==> src/rtl/dcf_pkg.sv <==
// ============================================================================
// DCF transmit machine package
// Shared types and constants for the DCF CSMA/CA transmit machine.
// ============================================================================
package dcf_pkg;

    localparam int CONTENTION_WINDOW = 16;

    localparam int CH_W    = 16;
    localparam int TIMER_W = 12;
    localparam int BO_W    = 10;
    localparam int CFG_W   = 16;
    localparam int ADDR_W  = 3;

    typedef enum logic [2:0] {
        PH_IDLE    = 3'd0,
        PH_DIFS    = 3'd1,
        PH_BACKOFF = 3'd2,
        PH_HDR     = 3'd3,
        PH_FRAME   = 3'd4,
        PH_SIFS    = 3'd5,
        PH_ACK     = 3'd6
    } t_phase;

    typedef enum logic [ADDR_W-1:0] {
        REG_DIFS_SLOTS  = 3'd0,
        REG_SIFS_SLOTS  = 3'd1,
        REG_ACK_SLOTS   = 3'd2,
        REG_FRAME_SLOTS = 3'd3,
        REG_ACK_CODE    = 3'd4
    } t_reg_addr;

    typedef struct packed {
        logic [7:0]         difs_slots;
        logic [7:0]         sifs_slots;
        logic [7:0]         ack_slots;
        logic [TIMER_W-1:0] frame_slots;
        logic [CH_W-1:0]    ack_code;
    } t_cfg;

    typedef struct packed {
        t_phase             phase;
        logic               first;
        logic [TIMER_W-1:0] timer;
        logic               link_busy;
        logic [BO_W-1:0]    backoff;
        logic               frozen;
        logic               ack_seen;
    } t_state;

    typedef struct packed {
        logic               collision;
        logic               ack_received;
        logic [BO_W-1:0]    backoff_left;
        logic               transmitting;
        t_phase             phase;
    } t_result;

endpackage

==> src/rtl/dcf_csma_ca_transmit_fsm.sv <==
// ============================================================================
// DCF CSMA/CA transmit machine
// One station's DCF transmit sequencer, advanced by one slot tick per beat.
// ============================================================================
// Usage:
// Each input beat is one slot tick and carries the observed channel value
// and a random draw. Each tick yields exactly one output beat with the phase
// after the tick, the transmit flag, the remaining backoff and the ACK and
// collision pulses that mark the close of the ACK window.
// The block has an input register and an output register; the phase update
// sits between them. An accepted beat waits in the input register and is
// then registered into the output register once the output side is free.
// One tick is taken every clock cycle when the output side is
// ready. When the receiver stalls, the output beat holds, the input register
// fills, and the input ready drops until the output drains; no beat is lost.
// Configuration registers are written through a plain write port and are
// meant to change only while no tick is in flight.
// Synchronous active-low reset puts the machine in idle with all counters
// cleared, empties both registers and restores the register defaults.
// ============================================================================
module dcf_csma_ca_transmit_fsm
    import dcf_pkg::*;
(
    input  logic              i_clk,
    input  logic              i_rst_n,
    // Slot tick input.
    input  logic              i_s_axis_tvalid,
    output logic              o_s_axis_tready,
    input  logic [31:0]       i_s_axis_tdata,  // channel_signal[15:0], random_value[31:16]
    // Result output.
    output logic              o_m_axis_tvalid,
    input  logic              i_m_axis_tready,
    output logic [15:0]       o_m_axis_tdata,  // phase[2:0], transmitting[3],
                                               // backoff_left[13:4], ack_received[14],
                                               // collision[15]
    // Configuration writes.
    input  logic              i_cfg_we,
    input  logic [ADDR_W-1:0] i_cfg_addr,
    input  logic [CFG_W-1:0]  i_cfg_wdata
);

    t_cfg            r_cfg;
    t_state          r_state;
    t_state          n_state;
    t_result         n_result;
    t_result         r_result;
    logic            r_in_valid;
    logic [CH_W-1:0] r_channel;
    logic [CH_W-1:0] r_random;
    logic            r_out_valid;
    logic            out_free;
    logic            step_go;

    assign out_free        = !r_out_valid || i_m_axis_tready;
    assign step_go         = r_in_valid && out_free;
    assign o_s_axis_tready = !r_in_valid || out_free;

    // Configuration registers.
    always_ff @(posedge i_clk) begin
        if (!i_rst_n) begin
            r_cfg.difs_slots  <= 8'd2;
            r_cfg.sifs_slots  <= 8'd1;
            r_cfg.ack_slots   <= 8'd2;
            r_cfg.frame_slots <= TIMER_W'(100);
            r_cfg.ack_code    <= CH_W'(1);
        end else if (i_cfg_we) begin
            unique case (i_cfg_addr)
                REG_DIFS_SLOTS:  r_cfg.difs_slots  <= i_cfg_wdata[7:0];
                REG_SIFS_SLOTS:  r_cfg.sifs_slots  <= i_cfg_wdata[7:0];
                REG_ACK_SLOTS:   r_cfg.ack_slots   <= i_cfg_wdata[7:0];
                REG_FRAME_SLOTS: r_cfg.frame_slots <= i_cfg_wdata[TIMER_W-1:0];
                REG_ACK_CODE:    r_cfg.ack_code    <= i_cfg_wdata[CH_W-1:0];
                default: ;
            endcase
        end
    end

    // Input register.
    always_ff @(posedge i_clk) begin
        if (!i_rst_n) begin
            r_in_valid <= 1'b0;
        end else if (o_s_axis_tready) begin
            r_in_valid <= i_s_axis_tvalid;
        end
    end

    always_ff @(posedge i_clk) begin
        if (o_s_axis_tready && i_s_axis_tvalid) begin
            r_channel <= i_s_axis_tdata[15:0];
            r_random  <= i_s_axis_tdata[31:16];
        end
    end

    dcf_step u_step (
        .i_state          (r_state),
        .i_cfg            (r_cfg),
        .i_channel_signal (r_channel),
        .i_random_value   (r_random),
        .o_state          (n_state),
        .o_result         (n_result)
    );

    // Machine state advances once per tick that moves to the output register.
    always_ff @(posedge i_clk) begin
        if (!i_rst_n) begin
            r_state <= '{phase: PH_IDLE, default: '0};
        end else if (step_go) begin
            r_state <= n_state;
        end
    end

    // Output register.
    always_ff @(posedge i_clk) begin
        if (!i_rst_n) begin
            r_out_valid <= 1'b0;
        end else if (out_free) begin
            r_out_valid <= r_in_valid;
        end
    end

    always_ff @(posedge i_clk) begin
        if (step_go) begin
            r_result <= n_result;
        end
    end

    assign o_m_axis_tvalid = r_out_valid;
    assign o_m_axis_tdata  = r_result;

endmodule

==> src/rtl/dcf_step.sv <==
// ============================================================================
// DCF slot step
// Next-state and result logic for one slot tick of the transmit machine.
// ============================================================================
module dcf_step
    import dcf_pkg::*;
(
    input  t_state          i_state,
    input  t_cfg            i_cfg,
    input  logic [CH_W-1:0] i_channel_signal,
    input  logic [CH_W-1:0] i_random_value,
    output t_state          o_state,
    output t_result         o_result
);

    function automatic t_state difs_tick(input t_state st, input logic busy_now,
                                         input logic [7:0] difs);
        t_state r;
        r = st;
        if (r.first) begin
            r.link_busy = 1'b0;
            r.timer     = '0;
            r.first     = 1'b0;
        end
        if (r.timer < {4'b0, difs}) begin
            r.link_busy = r.link_busy | busy_now;
            r.timer     = r.timer + 1'b1;
        end else if (r.link_busy) begin
            r.phase = PH_DIFS;
            r.first = 1'b1;
        end else begin
            r.phase = PH_BACKOFF;
            r.first = 1'b1;
        end
        return r;
    endfunction

    logic   busy_now;
    t_state n;
    t_state from_idle;
    logic   ack_pulse;
    logic   col_pulse;

    assign busy_now = (i_channel_signal != '0);

    always_comb begin
        n         = i_state;
        from_idle = i_state;
        ack_pulse = 1'b0;
        col_pulse = 1'b0;
        unique case (i_state.phase)
            PH_DIFS: begin
                n = difs_tick(i_state, busy_now, i_cfg.difs_slots);
            end
            PH_BACKOFF: begin
                if (i_state.first) begin
                    // A frozen count resumes; otherwise draw a fresh one.
                    if (!i_state.frozen) begin
                        n.backoff = BO_W'(i_random_value % CH_W'(CONTENTION_WINDOW));
                    end
                    n.first = 1'b0;
                end else if (!busy_now) begin
                    if (i_state.backoff != '0) begin
                        n.backoff = i_state.backoff - 1'b1;
                    end
                end else begin
                    n.phase  = PH_DIFS;
                    n.first  = 1'b1;
                    n.frozen = 1'b1;
                end
                if (n.backoff == '0) begin
                    n.phase  = PH_HDR;
                    n.first  = 1'b1;
                    n.frozen = 1'b0;
                end
            end
            PH_HDR: begin
                n.phase = PH_FRAME;
                n.first = 1'b1;
            end
            PH_FRAME: begin
                if (i_state.first) begin
                    n.first = 1'b0;
                    n.timer = '0;
                end else begin
                    n.timer = i_state.timer + 1'b1;
                    if (n.timer >= i_cfg.frame_slots) begin
                        n.phase = PH_SIFS;
                        n.first = 1'b1;
                    end
                end
            end
            PH_SIFS: begin
                if (i_state.first) begin
                    n.first = 1'b0;
                    n.timer = '0;
                end else begin
                    n.timer = i_state.timer + 1'b1;
                    if (n.timer >= {4'b0, i_cfg.sifs_slots}) begin
                        n.phase = PH_ACK;
                        n.first = 1'b1;
                    end
                end
            end
            PH_ACK: begin
                if (i_state.first) begin
                    n.first    = 1'b0;
                    n.timer    = '0;
                    n.ack_seen = 1'b0;
                end else begin
                    n.timer = i_state.timer + 1'b1;
                    if (i_channel_signal == i_cfg.ack_code) begin
                        n.ack_seen = 1'b1;
                    end
                end
                if (n.timer >= {4'b0, i_cfg.ack_slots}) begin
                    ack_pulse = n.ack_seen;
                    col_pulse = !n.ack_seen;
                    n.phase   = PH_DIFS;
                    n.first   = 1'b1;
                end
            end
            default: begin
                // Idle (and the unused code) starts DIFS and senses this slot.
                from_idle.phase = PH_DIFS;
                from_idle.first = 1'b1;
                n = difs_tick(from_idle, busy_now, i_cfg.difs_slots);
            end
        endcase
    end

    assign o_state                = n;
    assign o_result.phase         = n.phase;
    assign o_result.transmitting  = (n.phase == PH_HDR) || (n.phase == PH_FRAME);
    assign o_result.backoff_left  = n.backoff;
    assign o_result.ack_received  = ack_pulse;
    assign o_result.collision     = col_pulse;

endmodule

==> config.mk <==
export PLATFORM = sky130hd
export DESIGN_NAME = dcf_csma_ca_transmit_fsm
export DESIGN_NICKNAME = d
export VERILOG_FILES = /design/src/rtl/dcf_pkg.sv /design/src/rtl/dcf_csma_ca_transmit_fsm.sv /design/src/rtl/dcf_step.sv
export SDC_FILE = /design/constraint.sdc
export NUM_CORES = 1
export LEC_CHECK = 0
export ABC_AREA = 1
export BUFFER_PORTS_ARGS = -buffer_cell sky130_fd_sc_hd__buf_2
export CORE_MARGIN = 3
export CORE_UTILIZATION = 40
export CTS_CLUSTER_DIAMETER = 120
export DETAILED_ROUTE_END_ITERATION = 7
export PLACE_DENSITY = 0.59
export RECOVER_POWER = 100
export SLEW_MARGIN = 5
export SYNTH_ARGS = -nofsm -noshare
export SYNTH_HDL_FRONTEND = slang
export SYNTH_SLANG_ARGS = --single-unit
==> constraint.sdc <==
create_clock -name i_clk -period 5.9 [get_ports i_clk]
set_input_delay 0.59 -clock i_clk [delete_from_list [all_inputs] [get_ports i_clk]]
set_output_delay 0.59 -clock i_clk [all_outputs]
set_load 0.05 [all_outputs]
==> results of run 1 <==
==> report_power, final <==
part | internal [uW] | switching (uW) | total [uW] | leakage, uW
Clock | 730 | 367 | 1100 | 0.000309
Combinational | 80.8 | 185 | 266 | 0.00215
Sequential | 884 | 23.1 | 907 | 0.00103
==> metrics by stage <==
stage	worst slack, ps	total power, uW	cells
floorplan	3324	1125	923
global placement	2919	1197	1179
detailed placement	2919	1200	1179
CTS	2914	2302	1211
global route	1309	2373	1211
finish	1735	2271	1211
==> flip-flops by register name (all words and copies together), names as in the netlist <==
register / cells
r_channel: 16
o_m_axis_tvalid: 1
r_in_valid: 1
o_m_axis_tdata: 16
r_cfg: 52
r_random: 4
r_state: 29
==> routing by layer <==
| layer | up-vias | GRT usage |
|---|---|---|
| met2 | 103 | 0.3152 |
| met4 | 0 | 0.05987 |
| met3 | 24 | 0.04669 |
| met1 | 2719 | 0.2413 |
| li1 | 3142 | - |
| met5 | - | 0 |
==> cell type report <==
| cell class | count | area (sq um) | area share |
|---|---|---|---|
| Clock buffer | 27 | 556.8 | 0.07058 |
| Timing Repair Buffer | 63 | 292.8 | 0.03711 |
| Multi-Input combinational cell | 638 | 3422 | 0.4338 |
| Tap cell | 220 | 275.3 | 0.03489 |
| Sequential cell | 119 | 2743 | 0.3477 |
| Inverter | 139 | 521.8 | 0.06614 |
| Clock inverter | 5 | 77.57 | 0.009833 |
==> cells in the mapped netlist, types with 2 or more instances <==
cell / n / area [sq um]
sky130_fd_sc_hd__nor2_1: 93 / 349.1
sky130_fd_sc_hd__o22ai_1: 4 / 25.02
sky130_fd_sc_hd__nand2_1: 179 / 671.9
sky130_fd_sc_hd__a211oi_1: 4 / 30.03
sky130_fd_sc_hd__inv_1: 125 / 469.2
sky130_fd_sc_hd__buf_4: 2 / 15.01
sky130_fd_sc_hd__xnor2_1: 8 / 70.07
sky130_fd_sc_hd__o21ai_2: 2 / 17.52
sky130_fd_sc_hd__nor4_1: 4 / 25.02
sky130_fd_sc_hd__ha_1: 39 / 488.0
sky130_fd_sc_hd__a21oi_2: 2 / 17.52
sky130_fd_sc_hd__nand3_2: 4 / 40.04
sky130_fd_sc_hd__nand4_1: 11 / 68.82
sky130_fd_sc_hd__clkbuf_1: 23 / 86.33
sky130_fd_sc_hd__nor3_1: 9 / 45.04
sky130_fd_sc_hd__o21ai_1: 7 / 35.03
sky130_fd_sc_hd__nor3_2: 2 / 20.02
sky130_fd_sc_hd__nor2_2: 10 / 62.56
sky130_fd_sc_hd__inv_2: 13 / 48.80
sky130_fd_sc_hd__dfxtp_1: 83 / 1662
sky130_fd_sc_hd__nand2_4: 2 / 22.52
sky130_fd_sc_hd__nand3_1: 44 / 220.2
sky130_fd_sc_hd__o211ai_1: 2 / 15.01
sky130_fd_sc_hd__buf_6: 2 / 22.52
sky130_fd_sc_hd__a22oi_1: 2 / 15.01
sky130_fd_sc_hd__edfxtp_1: 36 / 1081
sky130_fd_sc_hd__a21oi_1: 78 / 390.4
sky130_fd_sc_hd__o21ai_0: 88 / 440.4
sky130_fd_sc_hd__nor2_4: 10 / 112.6
sky130_fd_sc_hd__nand2_2: 10 / 62.56
sky130_fd_sc_hd__xor2_1: 12 / 105.1
==> worst paths after layout <==
check	start	end	slack [ps]
worst min-delay path	i_s_axis_tdata[4]	r_channel[4]	340
worst max register to register	r_state[25]	o_m_axis_tdata[0]	1730
worst max-delay path	r_state[25]	o_m_axis_tdata[0]	1730
worst min register to register	r_cfg[31]	r_cfg[31]	460
==> kinds of logic after synthesis <==
family | after synthesis
simple gates | 385
compound gates | 194
buf+inv | 166
flops | 119
fa+ha+maj | 39
xor+xnor | 20
==> worst max-delay path, cell delays in order (launching register included) <==
cell and delay (ps):
sky130_fd_sc_hd__dfxtp_1 300, sky130_fd_sc_hd__clkbuf_1 930, sky130_fd_sc_hd__inv_1 730, sky130_fd_sc_hd__nand2_1 320, sky130_fd_sc_hd__ha_1 260, sky130_fd_sc_hd__o21ai_0 180, sky130_fd_sc_hd__nand2_1 70, sky130_fd_sc_hd__nand2_1 60
sky130_fd_sc_hd__nand2_1 40, sky130_fd_sc_hd__nand2_1 50, sky130_fd_sc_hd__nand2_1 50, sky130_fd_sc_hd__nand2_1 60, sky130_fd_sc_hd__nand2_1 60, sky130_fd_sc_hd__nand2_1 70, sky130_fd_sc_hd__nand2_1 140, sky130_fd_sc_hd__nand2_4 110
sky130_fd_sc_hd__nand4_1 90, sky130_fd_sc_hd__nor2_1 180, sky130_fd_sc_hd__nand2_2 80, sky130_fd_sc_hd__nand2_1 100, sky130_fd_sc_hd__inv_1 40
==> flow_results.org, run 1 <==
** Outcome
- Status :: finished, violations left
- Violated checks :: capacitance limit, slew limit

** Drt
- Initial DRT Pass Iterations :: 5
- In the final routed layout, each cell accounts on average for between 10 and 15 um.
- Count of routing violations after the opening detailed-route iteration :: between 300 and 400
- Vias :: 5,988
- DRC Markers :: 0
- Via density :: between 4 and 5
- The detail route stage leaves a number of antenna-violating nets equal to 0.
- Total met3 wirelength after detailed routing :: 652 um
- Highest Signal Layer :: met4
- After detailed routing, the total wire length is 16,720 um.
- In the final routing, the length of wire on met1 measures a little under 8000 um.
- Detailed route wirelength on metal2 :: 8038 um

** Floorplanning
- Starting density of the core :: 0.4105
- Core footprint :: roughly 17,000 sq um
- Row generation in the floorplan step produced 47 rows.
- Die Outline Area :: ~19,000 sq um
- From bottom edge to top edge, the die measures between 100 and 150 um.
- Horizontal extent of the die :: 136.9 um
- In this run the count of I/O pins placed on the die edge is between 70 and 80.

** Timing
- Between clock sinks in the finished design, the worst skew comes to between 7 and 8 ps.
- The number of hold violations in the final report was 0.
- Share of the clock period used by the worst path after layout :: 0.7060
- The max-slew violation count was slightly below 60.
- Final setup violating endpoints :: 0
- Hold is met by between 300 and 400 ps.
- In this run the tightest slew margin relative to its limit is -0.4746.
- After routing, the total negative slack on setup checks comes to 0 ps.
- For this run, the top clock speed supported by timing is approximately 240 MHz.
- Final Critical Period :: 4165 ps
- Setup repair after global routing left no endpoint under its margin.
- For the pin with the worst max-slew slack, the measured transition is between 2000 and 2500 ps.

** Logic synthesis
- Sequential area share after synthesis :: 0.4001
- Async S/R FF share, synth :: 0
- Syn Inst Count :: 923
- Xor/xnor cell area share of the yosys netlist :: 0.02555
- Multiplexer share of the synthesized area :: 0
- Synth Area per Inst :: about 7.4 sq um
- Ys Warns :: 0
- The post-synthesis compound-gate area fraction came to 0.1495.
- In this run, synthesis inferred 36 flip-flops with an integrated enable.
- Post-Synthesis Net Count :: around 1,000
- Of the total synthesized cell area, the portion taken by AND, OR, NAND and NOR gates is 0.2595.
- Of the total synthesized cell area, the portion taken by full adders, half adders and majority gates is 0.07118.
- Register bit count reported by yosys :: 119
- Dominant combinational cell family by area after synthesis :: simple AND/OR/NAND/NOR gates
- Post-synth top flop :: sky130_fd_sc_hd__dfxtp_1
- In this run the cell area of the synthesized design comes to around 6900 sq um.
- Number of distinct library cells after synthesis :: 44

** Finish
- Most common library cell in the layout ignoring fill and taps :: sky130_fd_sc_hd__nand2_1
- Nets :: between 1,000 and 1,500
- Core occupancy in the finished layout :: 0.4724
- The number of antenna diodes in the final layout is 0.
- Of the cells placed in the final design, the portion with a size suffix greater than 1 is 0.1191.
- Once layout is done, the placed cells without fillers occupy approximately 7900 sq um.
- Most frequent cells in the layout :: 181 x sky130_fd_sc_hd__nand2_1, 129 x sky130_fd_sc_hd__inv_1, 96 x sky130_fd_sc_hd__nor2_1
- Post-synthesis to final-layout area growth :: 15.08%
- Fill cell count :: 1,726

** CTS
- Number of buffers added by the clock tree synthesis step :: 17
- CTS Hold Bufs :: 0
- The clock passes through at most 2 buffers.
- Post-CTS timing repair inserted 0 buffers for setup.
- Once the clock tree was built, the resizer swapped 0 gates to a different size.
- Total number of H-tree levels :: 4
- For the worst-skew pair, the clock arrives at the later sink with an insertion delay of roughly 420 ps.
- Clock-pin slew was measured on the worst setup and hold paths at approximately 60 ps.
- TritonCTS built the clock tree.
- CTS saw between 100 and 150 sinks.
- In this run the clock root is driven by a sky130_fd_sc_hd__clkbuf_16.

** Power
- Leak :: around 0.0035 uW
- Pwr per Cell Area :: about 290 nW/um^2
- IR analysis of the VDD net gives a maximum drop of a little under 0.2 mV.

** Critical path
- Path depth of the worst reg2reg path :: 20
- STA puts the critical path data required time at ~6000 ps.
- For the worst setup path, the data arrival time is around 4300 ps.
- CP Capture Type :: flip-flop
- Maximum fanout along the worst path :: 25
- The worst setup path is launched from a flip-flop.
- Category of the most critical setup path :: reg -> reg

** Place
- Weighted congestion at the end of routability-driven global placement :: 0.8759
- Once detailed placement completed, the half-perimeter wirelength came to 12,300 um.
- The placed instances occupy a cell area of ~7300 sq um.
- Input and output buffers added on the ports amount to a little over 60.

** Global routing
- Number of antenna violations at the first check in global routing :: 0
- The via count of the first global-routing pass is ~5,600.
- Entering global routing, the biggest net connects 58 pins.
- First-pass GRT wire length :: between 20,000 and 30,000 um
- Total global-route track usage :: 0.1890
- GRT Residual Overflow :: 0

** Hold path
- Hold Path Depth :: 1
- The path class of the tightest hold or removal check is in -> reg.

** Job
- Max-cap violation count :: 1
(Power assumes the default switching activity.)
==> inputs of run 2 (changes only) <==
clock period = 4.35 ns   (was 5.9 ns; I/O delays follow)
==> run 2 against run 1 <==
Largest cell class unchanged. Register-to-register slack got worse by 950 ps. Clock skew rose by 4.0 ps. Non-clock buffer count rose by 4. The run ends with DRC, capacitance limit, slew limit left. Sequential share of layout area rose by 0.20 points. Count of clock-buffer cells in the layout fell by 9. Highest routed layer unchanged.
==> flow_results.org, run 2 (synthesized netlist as in run 1, its figures left out) <==
** CTS
- # resized after CTS :: 0
- Total number of H-tree levels :: 4
- Clock-pin slew was measured on the worst setup and hold paths at around 60 ps.
- Hold repair after CTS inserted 0 buffers.
- TritonCTS Sinks :: approximately 120
- In this run the clock root is driven by a sky130_fd_sc_hd__clkbuf_16.
- TritonCTS built the clock tree.
- At the later pin of the worst-skew pair, clock insertion delay measures 420 ps.
- Buffers added to address setup during post-CTS repair amount to 0.
- CTS max path bufs :: 2
- The number of clock buffers added by TritonCTS is 17.

** Hold path
- Hold Crit Class :: in -> reg

** Floorplanning
- In this run the standard cell core region covers roughly 17,000 sq um.
- Pin placement for this block handled 74 I/O pins.
- The die is roughly 140 um wide.
- In this run the vertical extent of the chip is about 140 um.
- The die covers 18,750 sq um.
- For this configuration, the core starts out at a cell density of 0.4105.
- Site Rows :: 47

** Timing
- Final setup violating endpoints :: 0
- The number of hold violations in the final report was 0.
- Measured against its own limit, the worst slew margin works out to -0.4050.
- Setup repair after global routing left no endpoint under its margin.
- The max-slew violation count came to 58.
- Clock skew on the completed layout was measured at around 12 ps.
- Of the available clock period, the critical path in the final layout requires 0.8194.
- The routed design could run at a clock period as short as around 3600 ps.
- For the pin with the worst max-slew slack, the measured transition is approximately 2100 ps.
- Total Neg Setup Slack :: 0 ps
- For this run, the top clock speed supported by timing is roughly 280 MHz.

** Drt
- The routed layout has between 5,000 and 6,000 vias.
- Post-DRT Antenna Nets :: 0
- DRC Markers :: 2
- Wires add up to approximately 17,000 um.
- In the routed layout, each cell is associated on average with a via count of between 4 and 5.
- For this block, the initial DRC count from the detailed router was ~390.
- The pre-antenna-repair detailed-routing pass consisted of 8 iterations.
- Average wire length per cell after detail routing :: 13.66 um

** Global routing
- For met2 alone, demand over resource in global routing was 0.3130.
- The via count of the first global-routing pass is 5,525.
- Number of antenna violations at the first check in global routing :: 0
- The total overflow left after global routing is 0.
- In the global route stage, met1 resource usage came out at 0.2397.
- Entering global routing, the biggest net connects slightly below 60 pins.
- For met3 alone, demand over resource in global routing was 0.03566.
- Busiest metal layer after global routing :: met2
- In the global route stage, overall resource usage came out at 0.1872.
- First-pass GRT wire length :: between 20,000 and 30,000 um

** Critical path
- The largest individual stage delay along the critical path comes from the cell sky130_fd_sc_hd__clkbuf_1.
- Maximum fanout along the worst path :: 19
- The signal on the critical path passes through clkbuf_1 > nor2_1 > ha_1 > a21oi_1 > o21ai_0 > nor2_1 > nand2_1 > nand2_1 > a21oi_1 > nor3_4 > nand2_1 > nand3_1 > o21ai_0.
- The worst setup path is launched from a flip-flop.
- Largest delay share family, worst path :: simple AND/OR/NAND/NOR gates
- Most frequent cell on the critical path :: sky130_fd_sc_hd__nand2_1
- Critical path's largest stage delay :: roughly 820 ps
- Category of the most critical setup path :: reg -> reg
- Crit path DAT :: around 3700 ps
- Buffering stage count on the worst path with inverters included :: 1
- Required time worst endpoint :: approximately 4500 ps
- STA classifies the critical path endpoint as a flip-flop.

** Place
- Placed wire-length estimate after detailed placement :: ~12,000 um
- Port buffering added between 60 and 70 buffers.
- Instance count after placement with tap cells included :: about 1,200
- Placed Instance Area :: 7357 sq um
- Weighted congestion at the end of routability-driven global placement :: 0.9116

** Outcome
- The final reports fail on DRC, capacitance limit, slew limit.
- The run finished, with violations left.

** Finish
- Design Area, Final :: around 7800 sq um
- The register with the most flip-flops in the final layout is r_cfg.
- Of the cells placed in the final design, the portion with a size suffix greater than 1 is 0.1276.
- Largest registers :: r_cfg: 52 flops, r_state: 29 flops
- Fill cell count :: 1,766
- Most frequent cells in the layout :: 182 x sky130_fd_sc_hd__nand2_1, 127 x sky130_fd_sc_hd__inv_1, 95 x sky130_fd_sc_hd__nor2_1
- Nets :: between 1,000 and 1,500
- Most common library cell in the layout ignoring fill and taps :: sky130_fd_sc_hd__nand2_1
- Final antenna diode count :: 0
- The finished layout holds roughly 1,200 standard cells, fillers aside.
- Post-synthesis to final-layout area growth :: 14.42%
- Flip-flop count of the largest register after layout :: 52

** Job
- The tool flagged a number of max-cap violations equal to 1.

** Power
- Pwr per Cell Area :: around 370 nW/um^2
- Maximum ir drop on the vdd rail :: 0.3410 mV
- Leak :: 0.003456 uW
-- run 2: changes by cell type in the layout (fill, tap and decap cells not counted), sizes merged --
cell / delta
inv: +1
clkinv: +7
buf: +2
clkbuf: -7
clkinvlp: +2
bufinv: -1
-- run 2: cell type report --
type / count / area [sq um] / share of cell area
multi-input combinational: 638 / 3423 / 0.4364
sequential: 119 / 2743 / 0.3497
inverter: 139 / 521.8 / 0.06652
clock buffer: 18 / 439.2 / 0.05599
timing repair buffer: 67 / 312.8 / 0.03988
tap: 220 / 275.3 / 0.03509
clock inverter: 14 / 128.9 / 0.01643
-- run 2: final timing paths --
check,end,slack (ps),startpoint,cells after the start
setup / recovery,o_m_axis_tdata[3],790,r_state[25],13
hold / removal,r_channel[7],190,i_s_axis_tdata[7],1
setup reg to reg,o_m_axis_tdata[3],790,r_state[25],13
hold reg to reg,r_cfg[35],460,r_cfg[35],2
-- run 2: per-stage QoR --
stage / worst slack (ps) / utilization / total power (uW) / hold WS [ps]
5_1_grt: 537.4 / 0.4697 / 3072 / 164.5
2_1_floorplan: 1774 / - / 1526 / 435.3
3_3_place_gp: 1394 / 0.4405 / 1627 / 452.2
4_1_cts: 1379 / 0.4745 / 2971 / 167.6
6_report: 785.7 / 0.4697 / 2932 / 187.8
3_5_place_dp: 1401 / 0.4405 / 1630 / 454.5
-- run 2: power by group --
part	total, uW	switching (uW)	internal (uW)
sequential	1230	33.2	1200
clock	1340	535	802
combinational	363	251	112
-- run 2: per-layer routing --
metal  wire [um]  up-vias
li1            -     3150
met1        7723     2690
met2        7927      109
met3         642       24
met4         299        0
met5           0        -
